[config.mk]
export PLATFORM = sky130hd
export DESIGN_NAME = oximeter_packet_parser
export DESIGN_NICKNAME = d
export VERILOG_FILES = /design/src/hdl/opx_pkg.sv /design/src/hdl/opx_front.sv /design/src/hdl/opx_queue.sv /design/src/hdl/opx_back.sv /design/src/hdl/oximeter_packet_parser.sv
export SDC_FILE = /design/constraint.sdc
export NUM_CORES = 1
export LEC_CHECK = 0
export ABC_CLOCK_PERIOD_IN_PS = 10250
export BUFFER_PORTS_ARGS = -buffer_cell sky130_fd_sc_hd__buf_2
export CAP_MARGIN = 20
export CORE_MARGIN = 2
export CORE_UTILIZATION = 50
export CTS_CLUSTER_SIZE = 8
export DETAILED_ROUTE_END_ITERATION = 8
export MAX_ROUTING_LAYER = met4
export PLACE_DENSITY = 0.68
export SLEW_MARGIN = 10
export SYNTH_ARGS = -nofsm -noshare
export SYNTH_HDL_FRONTEND = slang
export SYNTH_SLANG_ARGS = --single-unit
[constraint.sdc]
create_clock -name clk -period 10.25 [get_ports clk]
set_input_delay 2.05 -clock clk [delete_from_list [all_inputs] [get_ports clk]]
set_output_delay 2.05 -clock clk [all_outputs]
set_load 0.005 [all_outputs]
[src/hdl/opx_pkg.sv]
// Package of the oximeter packet parser: frame constants, shared types and
// the decimal digit split. Depends on nothing.
package opx_pkg;

  localparam int unsigned QUEUE_DEPTH = 2;

  localparam logic [7:0] SYNC_MASK    = 8'hFC;
  localparam logic [7:0] SYNC_PATTERN = 8'h80;
  localparam int unsigned ALARM_BIT   = 3;
  localparam int unsigned MARK_BIT    = 7;
  localparam logic [8:0] PULSE_INVALID  = 9'd511;
  localparam logic [6:0] OXYGEN_INVALID = 7'd127;

  typedef enum logic [3:0] {
    POS_HUNT   = 4'b0001,
    POS_SECOND = 4'b0010,
    POS_THIRD  = 4'b0100,
    POS_FOURTH = 4'b1000
  } frame_pos_t;

  typedef struct packed {
    logic [8:0] heart_rate;
    logic [6:0] oxygen_level;
  } frame_t;

  typedef struct packed {
    logic [2:0] hundreds;
    logic [3:0] tens;
    logic [3:0] ones;
  } digits_t;

  function automatic digits_t dec_split(input logic [8:0] v);
    digits_t    d;
    logic [8:0] rem9;
    logic [6:0] rem;
    logic [14:0] prod;
    logic [6:0] tens_x10;
    priority if (v >= 9'd500) begin
      d.hundreds = 3'd5;
      rem9 = v - 9'd500;
    end else if (v >= 9'd400) begin
      d.hundreds = 3'd4;
      rem9 = v - 9'd400;
    end else if (v >= 9'd300) begin
      d.hundreds = 3'd3;
      rem9 = v - 9'd300;
    end else if (v >= 9'd200) begin
      d.hundreds = 3'd2;
      rem9 = v - 9'd200;
    end else if (v >= 9'd100) begin
      d.hundreds = 3'd1;
      rem9 = v - 9'd100;
    end else begin
      d.hundreds = 3'd0;
      rem9 = v;
    end
    rem = rem9[6:0];
    prod = 15'(rem) * 15'd205;
    d.tens = prod[14:11];
    tens_x10 = 7'(d.tens) * 7'd10;
    rem = rem - tens_x10;
    d.ones = rem[3:0];
    return d;
  endfunction

endpackage

[src/hdl/opx_front.sv]
// Front of the oximeter packet parser: frame hunt and field checks.
// Depends on opx_pkg; pushes checked frames into the queue.
module opx_front (
  input  logic            clk,
  input  logic            rst_n,
  input  logic            in_valid,
  output logic            in_stall,
  input  logic [7:0]      in_rx_byte,
  input  logic            q_full,
  output logic            push,
  output opx_pkg::frame_t push_frame
);

  opx_pkg::frame_pos_t pos_r, pos_nxt;
  logic [1:0] high_r, high_nxt;
  logic [6:0] low_r, low_nxt;
  logic [6:0] oxy_r, oxy_nxt;
  logic       accept;
  logic [8:0] pulse;

  assign in_stall = q_full;
  assign accept   = in_valid && !q_full;
  assign pulse    = {high_r, low_r};

  assign push_frame.heart_rate   = pulse;
  assign push_frame.oxygen_level = oxy_r;

  always_comb begin
    pos_nxt  = pos_r;
    high_nxt = high_r;
    low_nxt  = low_r;
    oxy_nxt  = oxy_r;
    push     = 1'b0;
    if (accept) begin
      unique case (pos_r)
        opx_pkg::POS_HUNT: begin
          if ((in_rx_byte & opx_pkg::SYNC_MASK) == opx_pkg::SYNC_PATTERN) begin
            high_nxt = in_rx_byte[1:0];
            pos_nxt  = opx_pkg::POS_SECOND;
          end
        end
        opx_pkg::POS_SECOND: begin
          if (in_rx_byte[opx_pkg::MARK_BIT]) begin
            pos_nxt = opx_pkg::POS_HUNT;
          end else begin
            low_nxt = in_rx_byte[6:0];
            pos_nxt = opx_pkg::POS_THIRD;
          end
        end
        opx_pkg::POS_THIRD: begin
          if (in_rx_byte[opx_pkg::MARK_BIT]) begin
            pos_nxt = opx_pkg::POS_HUNT;
          end else begin
            oxy_nxt = in_rx_byte[6:0];
            pos_nxt = opx_pkg::POS_FOURTH;
          end
        end
        opx_pkg::POS_FOURTH: begin
          pos_nxt = opx_pkg::POS_HUNT;
          push = !in_rx_byte[opx_pkg::ALARM_BIT] &&
                 (pulse != opx_pkg::PULSE_INVALID) &&
                 (oxy_r != opx_pkg::OXYGEN_INVALID);
        end
        default: begin
          pos_nxt = opx_pkg::POS_HUNT;
        end
      endcase
    end
  end

  always_ff @(posedge clk) begin
    if (!rst_n) begin
      pos_r  <= opx_pkg::POS_HUNT;
      high_r <= 2'd0;
      low_r  <= 7'd0;
      oxy_r  <= 7'd0;
    end else begin
      pos_r  <= pos_nxt;
      high_r <= high_nxt;
      low_r  <= low_nxt;
      oxy_r  <= oxy_nxt;
    end
  end

endmodule

[src/hdl/opx_queue.sv]
// Short frame queue between the front and the back of the parser.
// Depends on opx_pkg for the frame record type.
module opx_queue #(
  parameter int unsigned DEPTH = opx_pkg::QUEUE_DEPTH
) (
  input  logic            clk,
  input  logic            rst_n,
  input  logic            push,
  input  opx_pkg::frame_t push_frame,
  input  logic            pop,
  output logic            full,
  output logic            not_empty,
  output opx_pkg::frame_t head
);

  localparam int unsigned PTR_W = (DEPTH > 1) ? $clog2(DEPTH) : 1;
  localparam int unsigned CNT_W = $clog2(DEPTH + 1);
  localparam logic [PTR_W-1:0] LAST = PTR_W'(DEPTH - 1);

  opx_pkg::frame_t  entry_r [DEPTH];
  logic [PTR_W-1:0] wr_ptr_r, wr_ptr_nxt;
  logic [PTR_W-1:0] rd_ptr_r, rd_ptr_nxt;
  logic [CNT_W-1:0] count_r, count_nxt;
  logic             do_push;
  logic             do_pop;

  assign full      = (count_r == CNT_W'(DEPTH));
  assign not_empty = (count_r != '0);
  assign head      = entry_r[rd_ptr_r];
  assign do_push   = push && !full;
  assign do_pop    = pop && not_empty;

  always_comb begin
    wr_ptr_nxt = wr_ptr_r;
    rd_ptr_nxt = rd_ptr_r;
    count_nxt  = count_r;
    if (do_push) begin
      wr_ptr_nxt = (wr_ptr_r == LAST) ? '0 : wr_ptr_r + 1'b1;
    end
    if (do_pop) begin
      rd_ptr_nxt = (rd_ptr_r == LAST) ? '0 : rd_ptr_r + 1'b1;
    end
    if (do_push && !do_pop) begin
      count_nxt = count_r + 1'b1;
    end else if (do_pop && !do_push) begin
      count_nxt = count_r - 1'b1;
    end
  end

  always_ff @(posedge clk) begin
    if (do_push) begin
      entry_r[wr_ptr_r] <= push_frame;
    end
  end

  always_ff @(posedge clk) begin
    if (!rst_n) begin
      wr_ptr_r <= '0;
      rd_ptr_r <= '0;
      count_r  <= '0;
    end else begin
      wr_ptr_r <= wr_ptr_nxt;
      rd_ptr_r <= rd_ptr_nxt;
      count_r  <= count_nxt;
    end
  end

endmodule

[src/hdl/opx_back.sv]
// Back of the parser: decimal digit split and the output register.
// Depends on opx_pkg; takes frames from the head of the queue.
module opx_back (
  input  logic            clk,
  input  logic            rst_n,
  input  logic            q_not_empty,
  input  opx_pkg::frame_t q_head,
  output logic            pop,
  output logic            out_valid,
  input  logic            out_stall,
  output logic [8:0]      out_heart_rate,
  output logic [6:0]      out_oxygen_level,
  output logic [2:0]      out_pulse_hundreds,
  output logic [3:0]      out_pulse_tens,
  output logic [3:0]      out_pulse_ones,
  output logic [0:0]      out_oxygen_hundreds,
  output logic [3:0]      out_oxygen_tens,
  output logic [3:0]      out_oxygen_ones
);

  logic             valid_r;
  opx_pkg::frame_t  frame_r;
  opx_pkg::digits_t pdig_r, pdig_nxt;
  opx_pkg::digits_t odig_r, odig_nxt;

  assign pop      = q_not_empty && (!valid_r || !out_stall);
  assign pdig_nxt = opx_pkg::dec_split(q_head.heart_rate);
  assign odig_nxt = opx_pkg::dec_split({2'b00, q_head.oxygen_level});

  always_ff @(posedge clk) begin
    if (!rst_n) begin
      valid_r <= 1'b0;
    end else if (!valid_r || !out_stall) begin
      valid_r <= q_not_empty;
    end
  end

  always_ff @(posedge clk) begin
    if (pop) begin
      frame_r <= q_head;
      pdig_r  <= pdig_nxt;
      odig_r  <= odig_nxt;
    end
  end

  assign out_valid           = valid_r;
  assign out_heart_rate      = frame_r.heart_rate;
  assign out_oxygen_level    = frame_r.oxygen_level;
  assign out_pulse_hundreds  = pdig_r.hundreds;
  assign out_pulse_tens      = pdig_r.tens;
  assign out_pulse_ones      = pdig_r.ones;
  assign out_oxygen_hundreds = odig_r.hundreds[0:0];
  assign out_oxygen_tens     = odig_r.tens;
  assign out_oxygen_ones     = odig_r.ones;

endmodule

[src/hdl/oximeter_packet_parser.sv]
// Top level of the oximeter packet parser: front, frame queue and back.
// Depends on opx_pkg, opx_front, opx_queue and opx_back.
//
//   Channel  Direction  Handshake            Payload
//   in       receive    in_valid / in_stall  in_rx_byte
//   out      send       out_valid/out_stall  pulse and oxygen values and digits
//
// One byte is taken in every cycle while the frame queue has room.
// A frame's result passes through the frame queue and the output register before it appears on out.
// Reset is synchronous and active low; it returns the hunt to the sync byte
// and empties the queue and the output register.
// A stall on out fills the queue of QUEUE_DEPTH frames, then stalls in.
module oximeter_packet_parser #(
  parameter int unsigned QUEUE_DEPTH = opx_pkg::QUEUE_DEPTH
) (
  input  logic       clk,
  input  logic       rst_n,
  input  logic       in_valid,
  output logic       in_stall,
  input  logic [7:0] in_rx_byte,
  output logic       out_valid,
  input  logic       out_stall,
  output logic [8:0] out_heart_rate,
  output logic [6:0] out_oxygen_level,
  output logic [2:0] out_pulse_hundreds,
  output logic [3:0] out_pulse_tens,
  output logic [3:0] out_pulse_ones,
  output logic [0:0] out_oxygen_hundreds,
  output logic [3:0] out_oxygen_tens,
  output logic [3:0] out_oxygen_ones
);

  logic            q_full;
  logic            q_not_empty;
  logic            push;
  logic            pop;
  opx_pkg::frame_t push_frame;
  opx_pkg::frame_t q_head;

  opx_front u_front (
    .clk        (clk),
    .rst_n      (rst_n),
    .in_valid   (in_valid),
    .in_stall   (in_stall),
    .in_rx_byte (in_rx_byte),
    .q_full     (q_full),
    .push       (push),
    .push_frame (push_frame)
  );

  opx_queue #(
    .DEPTH (QUEUE_DEPTH)
  ) u_queue (
    .clk        (clk),
    .rst_n      (rst_n),
    .push       (push),
    .push_frame (push_frame),
    .pop        (pop),
    .full       (q_full),
    .not_empty  (q_not_empty),
    .head       (q_head)
  );

  opx_back u_back (
    .clk                 (clk),
    .rst_n               (rst_n),
    .q_not_empty         (q_not_empty),
    .q_head              (q_head),
    .pop                 (pop),
    .out_valid           (out_valid),
    .out_stall           (out_stall),
    .out_heart_rate      (out_heart_rate),
    .out_oxygen_level    (out_oxygen_level),
    .out_pulse_hundreds  (out_pulse_hundreds),
    .out_pulse_tens      (out_pulse_tens),
    .out_pulse_ones      (out_pulse_ones),
    .out_oxygen_hundreds (out_oxygen_hundreds),
    .out_oxygen_tens     (out_oxygen_tens),
    .out_oxygen_ones     (out_oxygen_ones)
  );

endmodule

==> flow_summary.json, run 1 <==
{
  "status": "finished clean",
  "insertedDiodeCount": 0,
  "start_kind": "flop",
  "finalMaxSlewViolations": 0,
  "clock-root-buffer": "clkbuf_16",
  "cts_resized": 0,
  "cts_tree": "done",
  "cpPeakStageDelay_ps": 630,
  "insertion_delay_ps": 350,
  "fp-row-count": 40,
  "period_share": 0.804,
  "synth_cell_types": 75,
  "die_h_um": 115,
  "crit_arrival_ps": 8320,
  "hold_class": "flop to flop",
  "worst_setup_path_end_kind": "flop",
  "antenna_found_initial": 0,
  "portBuffers": 49,
  "slowest_stage": "mux2i_1",
  "rsz0062_at_grt": "no",
  "dp_hpwl_um": 9160,
  "ys_async_sr_fraction": 0,
  "p_leak_uw": 0.00316,
  "cts.htree.levels": 3,
  "path_buf_inv": 4,
  "worst_pin_slew_ps": 724,
  "syn_area_per_cell_um2": 12.1,
  "cts_setup_buffers": 0,
  "synth.ff_latch_count": 92,
  "peakVddDrop_v": 0.0000675,
  "worst-path-max-fanout": 38,
  "cts_hold_buf": 0,
  "drtIter0Drc": 213,
  "fill_cells": 1007,
  "drt-pass1-iter-count": 4,
  "power_frac_comb": 0.010,
  "syn_to_final_growth_pct": 11.0,
  "die_area_um2": 13200,
  "syn-num-nets": 625,
  "timing.fmax_mhz": 121,
  "drc_errors": 0,
  "synth_enable_flop_cells": 66,
  "clock_power_share": 0.440,
  "syn_inst": 510,
  "path_delay_family": "adder cells",
  "path_clk_slew_ps": 70,
  "grt_max_degree": 39,
  "power_per_cell_area_nw_per_um2": 105,
  "overflow": 0,
  "cts_buffers": 9,
  "cp_data_required_time_ps": 10330,
  "yosys_warnings": 0,
  "via_per_inst": 5.65,
  "io_pins": 50,
  "grt_pass1_wl_um": 19800,
  "grt_pass1_vias": 4111,
  "setup-tns-final_ps": 0,
  "synthFlopType": "edfxtp_1",
  "critical_path_class": "flop to flop",
  "place_area_um2": 6560,
  "nNetsFinal": 680,
  "dpl_worst_slack_ps": 2030,
  "syn-cell-area_um2": 6160,
  "grt_usage": 0.198,
  "start_util": 0.513,
  "final_cell_area_um2": 6830,
  "drive_above_1_share": 0.175,
  "worst_clock_skew_ps": 10.8,
  "vias": 4048,
  "clk_path_buf_depth": 2,
  "finalHoldViolCount": 0,
  "slew_headroom": 0.503,
  "cts_sinks": 92,
  "wire_per_inst_um": 16.2,
  "finalWorstSetupSlack_ps": 2010,
  "die_w_um": 115,
  "drt_wl_total_um": 11600,
  "gp_congestion": 0.914,
  "p_int_uw": 564,
  "max_cap_viol_count": 0,
  "swShare": 0.211,
  "ant_nets": 0,
  "setup-violations-final": 0,
  "seqPwrFrac": 0.550,
  "finalCriticalPeriod_ps": 8240,
  "yosysSeqAreaShare": 0.406,
  "core-area_um2": 12000,
  "p_sw_uw": 151
}
-- layer usage --
layer	up-vias	wire, um	global-route usage
li1	1980	-	-
met1	1945	5360	0.254
met2	105	5610	0.318
met3	18	455	0.0327
met4	0	201	0.0731
met5	-	0	-
-- layout make-up --
cell class / count / area, um^2 / area share
tap: 147 / 184 / 0.0269
inverter: 57 / 214 / 0.0313
timing repair buffer: 54 / 283 / 0.0414
sequential: 92 / 2500 / 0.366
clock buffer: 9 / 225 / 0.0330
clock inverter: 7 / 53.8 / 0.00787
multi-input combinational: 351 / 3370 / 0.493
-- cells in the mapped netlist, drive strengths merged, types with 6 or more instances --
cell type   n  area, um^2
and2        6        37.5
nor2b      24         150
nand2      10        37.5
edfxtp     66        1980
nor2       14        52.6
a21o        8        61.3
buf         8        61.3
dfxtp      26         521
mux2i      30         324
o21ai       8        40.0
nor3        8        61.3
a21oi      23         130
o211ai      6        50.1
fa         18         360
inv        56         210
xnor2      19         174
ha         85        1060
-- kinds of logic after synthesis --
group,count (synthesis),synth area share
multiplexers,35,0.0624
buffers and inverters,67,0.0459
flip-flops,92,0.406
adder cells (fa/ha/maj),103,0.231
XOR/XNOR,26,0.0427
AND/OR/NAND/NOR,98,0.0947
AO/OA/AOI/OAI,89,0.117
-- cell usage in the layout (no fill, tap or decap), drive strengths merged, types with 3 or more instances in the layout --
master | netlist | layout
a21boi | 3 | 3
a21o | 8 | 8
a21oi | 23 | 23
a31o | 4 | 4
a31oi | 4 | 4
a32oi | 3 | 3
and2 | 6 | 6
and3 | 3 | 3
buf | 8 | 54
clkbuf | 2 | 9
clkinv | 1 | 3
dfxtp | 26 | 26
edfxtp | 66 | 66
fa | 18 | 18
ha | 85 | 85
inv | 56 | 61
mux2 | 5 | 5
mux2i | 30 | 30
nand2 | 10 | 10
nand3 | 5 | 5
nand3b | 3 | 3
nand4 | 5 | 5
nor2 | 14 | 14
nor2b | 24 | 24
nor3 | 8 | 8
nor3b | 5 | 5
nor4 | 4 | 4
o211ai | 6 | 6
o21a | 4 | 4
o21ai | 8 | 8
o32ai | 3 | 3
or3 | 4 | 4
xnor2 | 19 | 19
xor2 | 5 | 5
-- flip-flops by register name, indices dropped and copies added (netlist names), 6 cells and up, named ones only --
register	cells
u_back.out_heart_rate	8
u_back.out_oxygen_level	6
u_queue.entry_r	32
u_front.oxy_r	7
u_front.low_r	7
-- power by group through the flow --
stage / logic [uW] / clock network, uW / registers (uW)
after CTS: 7.24 / 323 / 393
after global routing: 7.78 / 338 / 393
after detailed placement: 7.24 / 0 / 402
after floorplan: 3.01 / 0 / 402
after global placement: 7.00 / 0 / 402
final: 7.15 / 315 / 393
-- per-stage QoR --
stage	std cells	hold slack, ps	power (uW)	utilization
3_5_place_dp	701	473	409	0.546
2_1_floorplan	510	446	405	-
4_1_cts	717	491	724	0.569
5_1_grt	717	522	739	0.569
6_report	717	495	715	0.569
3_3_place_gp	701	465	409	0.546
-- worst reg2reg max path: cells and delay by family, from the launching register on --
family / cells / cell delay (ps)
mux: 5 / 1810
xor+xnor: 5 / 880
buf+inv: 4 / 860
fa+ha+maj: 7 / 2510
simple gates: 2 / 150
compound gates: 6 / 1460
flops: 1 / 310
-- final timing paths --
kind                              end  slack [ps]  depth (start not counted)        startpoint
max          u_back.out_pulse_ones[3]        2010                         29              flop
max reg2reg  u_back.out_pulse_ones[3]        2010                         29              flop
min            u_queue.entry_r[0][11]         500                          0  u_front.low_r[4]
min reg2reg    u_queue.entry_r[0][11]         500                          0  u_front.low_r[4]
No activity file was read; power rests on OpenSTA's default activity.
==> inputs of run 2 (changes only) <==
--- a/config.mk
+++ b/config.mk
@@ -5,7 +5,7 @@
 export SDC_FILE = /design/constraint.sdc
 export NUM_CORES = 1
 export LEC_CHECK = 0
-export ABC_CLOCK_PERIOD_IN_PS = 10250
+export ABC_CLOCK_PERIOD_IN_PS = 7200
 export BUFFER_PORTS_ARGS = -buffer_cell sky130_fd_sc_hd__buf_2
 export CAP_MARGIN = 20
 export CORE_MARGIN = 2
@@ -13,7 +13,7 @@
 export CTS_CLUSTER_SIZE = 8
 export DETAILED_ROUTE_END_ITERATION = 8
 export MAX_ROUTING_LAYER = met4
-export PLACE_DENSITY = 0.68
+export PLACE_DENSITY = 0.71
 export SLEW_MARGIN = 10
 export SYNTH_ARGS = -nofsm -noshare
 export SYNTH_HDL_FRONTEND = slang
==> constraint.sdc (replaced) <==
create_clock -name clk -period 7.2 [get_ports clk]
set_input_delay 1.44 -clock clk [delete_from_list [all_inputs] [get_ports clk]]
set_output_delay 1.44 -clock clk [all_outputs]
set_load 0.005 [all_outputs]
==> flow_summary.json, run 2 (same netlist as run 1, synthesis figures left out) <==
{
  "hold_class": "flop to flop",
  "slowest_stage": "fa_1",
  "rr_endpoint": "u_back.out_pulse_ones[3]",
  "status": "finished clean",
  "r2r.worst_path.cells": 28,
  "setup-violations-final": 0,
  "cp_num_cells": 28,
  "portBuffers": 49,
  "largest_reg_flops": 32,
  "die_h_um": 115,
  "peakVddDrop_v": 0.000221,
  "p_int_uw": 872,
  "grt_pass1_wl_um": 20100,
  "cts.htree.levels": 3,
  "finalHoldViolCount": 0,
  "die_area_um2": 13200,
  "fill_cells": 975,
  "clk_path_buf_depth": 2,
  "finalMaxSlewViolations": 0,
  "rsz0062_at_grt": "yes",
  "seqPwrFrac": 0.521,
  "swShare": 0.189,
  "power_per_cell_area_nw_per_um2": 152,
  "dp_hpwl_um": 9340,
  "clock-root-buffer": "clkbuf_16",
  "die_w_um": 115,
  "path_buf_inv": 3,
  "overflow": 0,
  "period_share": 0.954,
  "timing.fmax_mhz": 146,
  "drive_above_1_share": 0.207,
  "worst_pin_slew_ps": 742,
  "crit_arrival_ps": 6950,
  "path_delay_family": "adder cells",
  "cts_hold_buf": 0,
  "io_pins": 50,
  "vias": 4093,
  "grt_usage": 0.198,
  "wire_per_inst_um": 16.5,
  "critical_path_class": "flop to flop",
  "drc_errors": 0,
  "cts_sinks": 92,
  "start_util": 0.513,
  "ant_nets": 0,
  "utilization": 0.588,
  "insertion_delay_ps": 340,
  "clock_power_share": 0.470,
  "worst-path-max-fanout": 6,
  "slew_headroom": 0.505,
  "worst_setup_path_end_kind": "flop",
  "p_sw_uw": 203,
  "worstSetupEndpoint": "u_back.out_pulse_ones[3]",
  "place_area_um2": 6630,
  "cts_buffers": 9,
  "insertedDiodeCount": 0,
  "fp-row-count": 40,
  "worst_clock_skew_ps": 8.63,
  "via_per_inst": 5.63,
  "cpPeakStageDelay_ps": 500,
  "drt-pass1-iter-count": 4,
  "path_clk_slew_ps": 70,
  "start_kind": "flop",
  "gp_congestion": 0.959,
  "regToRegSetupSlack_ps": 330,
  "antenna_found_initial": 0,
  "most-common-layout-cells": "ha_1 (85), edfxtp_1 (66), inv_1 (56), buf_2 (49), dfxtp_1 (25)",
  "final_common_cell": "ha_1",
  "grt_pass1_vias": 4145,
  "regMostFlops": "u_queue.entry_r",
  "cp_data_required_time_ps": 7280,
  "core-area_um2": 12000,
  "p_leak_uw": 0.00324,
  "grt_max_degree": 35,
  "nNetsFinal": 690,
  "syn_to_final_growth_pct": 14.8,
  "drt_wl_total_um": 12000,
  "power_frac_comb": 0.010,
  "drtIter0Drc": 203,
  "setup-tns-final_ps": 0,
  "finalCriticalPeriod_ps": 6870,
  "max_cap_viol_count": 0,
  "cts_tree": "done",
  "final_cell_area_um2": 7070
}
[run 2: cell count changes in the layout (fill, tap and decap cells not counted), sizes merged]
cell and delta:
clkinvlp +1, inv -2, clkinv -2, clkbuf +1
buf +10, bufinv +2
[run 2: worst min-delay path by stage]
stage                           start                      to  slack [ps]  depth (start not counted)
floorplan           u_front.high_r[0]  u_queue.entry_r[0][14]         450                          0
detailed placement   u_front.oxy_r[0]   u_queue.entry_r[0][0]         480                          0
global placement     u_front.oxy_r[0]   u_queue.entry_r[0][0]         470                          0
CTS                  u_front.oxy_r[3]   u_queue.entry_r[1][3]         500                          0
global route         u_front.oxy_r[3]   u_queue.entry_r[0][3]         520                          0
finish               u_front.oxy_r[0]   u_queue.entry_r[0][0]         490                          0
[run 2: per-layer routing]
layer,global-route usage,part of all wire
met4,0.0570,0.013
met3,0.0306,0.035
met2,0.334,0.50
met5,-,0
met1,0.248,0.45
[run 2: final cells by class]
class / count / area, um^2 / share of cell area
clock inverters: 6 / 93.8 / 0.0133
inverters: 57 / 214 / 0.0303
well taps: 147 / 184 / 0.0260
flip-flops and latches: 92 / 2510 / 0.355
repair buffers: 64 / 362 / 0.0512
clock buffers: 10 / 229 / 0.0324
multi-input cells: 351 / 3480 / 0.492
[run 2: metrics by stage]
stage / hold WS, ps / total power (uW) / setup slack [ps] / std cells
floorplan: 446 / 576 / 7.65 / 510
global placement: 469 / 582 / 296 / 709
detailed placement: 483 / 582 / 77.2 / 709
CTS: 499 / 1090 / 50.8 / 725
global route: 521 / 1100 / -47.6 / 727
finish: 494 / 1080 / 331 / 727
[run 2: worst register-to-register path, delay by kind of cell, from the launching register on]
family          cells  cell delay (ps)
flops               1              420
mux                 5             1350
fa+ha+maj           7             2390
compound gates      5             1090
simple gates        3              320
buf+inv             3              230
xor+xnor            5              820
[run 2: what timing repair did]
item	in CTS	in global routing
buffers inserted	0	2
gates resized for setup	0	16
endpoints found under the setup margin	0	2
[run 2: power by group through the flow]
stage / registers [uW] / logic, uW / clock network (uW)
3_3_place_gp: 572 / 10.0 / 0
5_1_grt: 559 / 11.2 / 533
4_1_cts: 560 / 10.4 / 515
2_1_floorplan: 572 / 4.28 / 0
3_5_place_dp: 572 / 10.4 / 0
6_report: 560 / 10.3 / 505
==> inputs of run 3 (changes only) <==
--- a/config.mk
+++ b/config.mk
@@ -6,10 +6,11 @@
 export NUM_CORES = 1
 export LEC_CHECK = 0
 export ABC_CLOCK_PERIOD_IN_PS = 7200
-export BUFFER_PORTS_ARGS = -buffer_cell sky130_fd_sc_hd__buf_2
+export BUFFER_PORTS_ARGS = -buffer_cell sky130_fd_sc_hd__clkbuf_2
 export CAP_MARGIN = 20
 export CORE_MARGIN = 2
 export CORE_UTILIZATION = 50
+export CTS_BUF_LIST = sky130_fd_sc_hd__clkbuf_4 sky130_fd_sc_hd__clkbuf_8
 export CTS_CLUSTER_SIZE = 8
 export DETAILED_ROUTE_END_ITERATION = 8
 export MAX_ROUTING_LAYER = met4
==> flow_summary.json, run 3 (same netlist as run 1, synthesis figures left out) <==
{
  "p_int_uw": 696,
  "wire_per_inst_um": 16.2,
  "cp_num_cells": 29,
  "peakVddDrop_v": 0.000154,
  "cts_tree": "done",
  "grt_max_degree": 35,
  "finalCriticalPeriod_ps": 6860,
  "die_w_um": 115,
  "die_h_um": 115,
  "power_frac_comb": 0.012,
  "cts.htree.levels": 3,
  "start_util": 0.513,
  "slew_headroom": 0.524,
  "max_cap_viol_count": 0,
  "drc_errors": 0,
  "final_cells": 730,
  "insertion_delay_ps": 360,
  "via_per_inst": 5.55,
  "worst-path-max-fanout": 6,
  "ant_nets": 0,
  "dp_hpwl_um": 9340,
  "clock_power_share": 0.355,
  "worst_pin_slew_ps": 714,
  "place_inst": 709,
  "swShare": 0.211,
  "insertedDiodeCount": 0,
  "syn_to_final_growth_pct": 12.4,
  "portBuffers": 49,
  "hold_class": "flop to flop",
  "path_clk_slew_ps": 90,
  "path_delay_family": "adder cells",
  "clk_path_buf_depth": 2,
  "worst_clock_skew_ps": 10.5,
  "fp-row-count": 40,
  "critical_path_class": "flop to flop",
  "fill_cells": 961,
  "finalMaxSlewViolations": 0,
  "path_buf_inv": 4,
  "start_kind": "flop",
  "drt-pass1-iter-count": 5,
  "regToRegSetupSlack_ps": 340,
  "io_pins": 50,
  "cts_buffers": 9,
  "power_per_cell_area_nw_per_um2": 127,
  "setup-violations-final": 0,
  "most-common-layout-cells": "ha_1 (85), edfxtp_1 (66), inv_1 (56), clkbuf_2 (49), dfxtp_1 (25)",
  "setup-tns-final_ps": 0,
  "grt_pass1_wl_um": 19600,
  "worst_setup_path_end_kind": "flop",
  "timing.fmax_mhz": 146,
  "p_sw_uw": 187,
  "status": "finished clean",
  "core-area_um2": 12000,
  "overflow": 0,
  "p_leak_uw": 0.00318,
  "cts_hold_buf": 0,
  "seqPwrFrac": 0.634,
  "drt_wl_total_um": 11800,
  "finalHoldViolCount": 0,
  "drtIter0Drc": 205,
  "slowest_stage": "or4_1",
  "regMostFlops": "u_queue.entry_r",
  "grt_pass1_vias": 4051,
  "vias": 4051,
  "cts_sinks": 92,
  "drive_above_1_share": 0.213,
  "cpPeakStageDelay_ps": 500,
  "nNetsFinal": 693,
  "cp_data_required_time_ps": 7310,
  "gp_congestion": 0.972,
  "largest_reg_flops": 32,
  "crit_arrival_ps": 6970,
  "antenna_found_initial": 0,
  "worstSetupEndpoint": "u_back.out_pulse_ones[3]",
  "final_common_cell": "ha_1",
  "grt_usage": 0.193,
  "die_area_um2": 13200,
  "r2r.worst_path.cells": 29,
  "period_share": 0.953,
  "path_common_cell": "ha_1",
  "clock-root-buffer": "clkbuf_8",
  "rr_endpoint": "u_back.out_pulse_ones[3]"
}
[run 3: worst min path at each step]
stage          slack [ps]         startpoint  depth (start not counted)                endpoint
3_5_place_dp          480   u_front.low_r[6]                          0  u_queue.entry_r[0][13]
5_1_grt               520   u_front.oxy_r[0]                          0   u_queue.entry_r[0][0]
6_report              490   u_front.oxy_r[2]                          0   u_queue.entry_r[1][2]
4_1_cts               500   u_front.oxy_r[0]                          0   u_queue.entry_r[0][0]
2_1_floorplan         450  u_front.high_r[0]                          0  u_queue.entry_r[0][14]
3_3_place_gp          470   u_front.oxy_r[0]                          0   u_queue.entry_r[0][0]
[run 3: cell type report]
class	count	area [um^2]	share of cell area
Multi-Input combinational cell	351	3450	0.499
Sequential cell	92	2510	0.362
Timing Repair Buffer	67	384	0.0555
Inverter	57	214	0.0309
Tap cell	147	184	0.0266
Clock buffer	10	131	0.0190
Clock inverter	6	47.5	0.00687
[run 3: power groups by stage]
stage | logic [uW] | registers [uW] | clock network (uW)
finish | 10.2 | 559 | 313
global route | 11.3 | 559 | 344
CTS | 10.4 | 560 | 323
detailed placement | 10.4 | 572 | 0
global placement | 9.99 | 572 | 0
floorplan | 4.28 | 572 | 0
[run 3: metrics by stage]
stage / setup slack, ps / area [um^2] / total power, uW / hold WS (ps) / utilization
6_report: 338 / 6920 / 882 / 492 / 0.576
5_1_grt: -33.2 / 6920 / 915 / 515 / 0.576
4_1_cts: 66.2 / 6810 / 893 / 495 / 0.567
3_5_place_dp: 68.4 / 6630 / 582 / 475 / 0.552
3_3_place_gp: 301 / 6630 / 582 / 469 / 0.552
2_1_floorplan: 7.65 / 6170 / 576 / 446 / -
[run 3: worst register-to-register path, delay by kind of cell, from the launching register on]
kind,cells,cell delay (ps)
buf+inv,4,310
simple gates,4,840
mux,5,1390
fa+ha+maj,8,2290
flops,1,430
xor+xnor,4,600
compound gates,4,780
[run 3: layer usage]
layer	share of wire	global-route usage
met4	0.0088	0.0386
met5	0	-
met3	0.042	0.0385
met2	0.50	0.335
met1	0.45	0.236
[run 3: what timing repair did]
item,4_1_cts,5_1_grt
endpoints found under the setup margin,0,3
buffers inserted,0,5
gates resized for setup,0,13
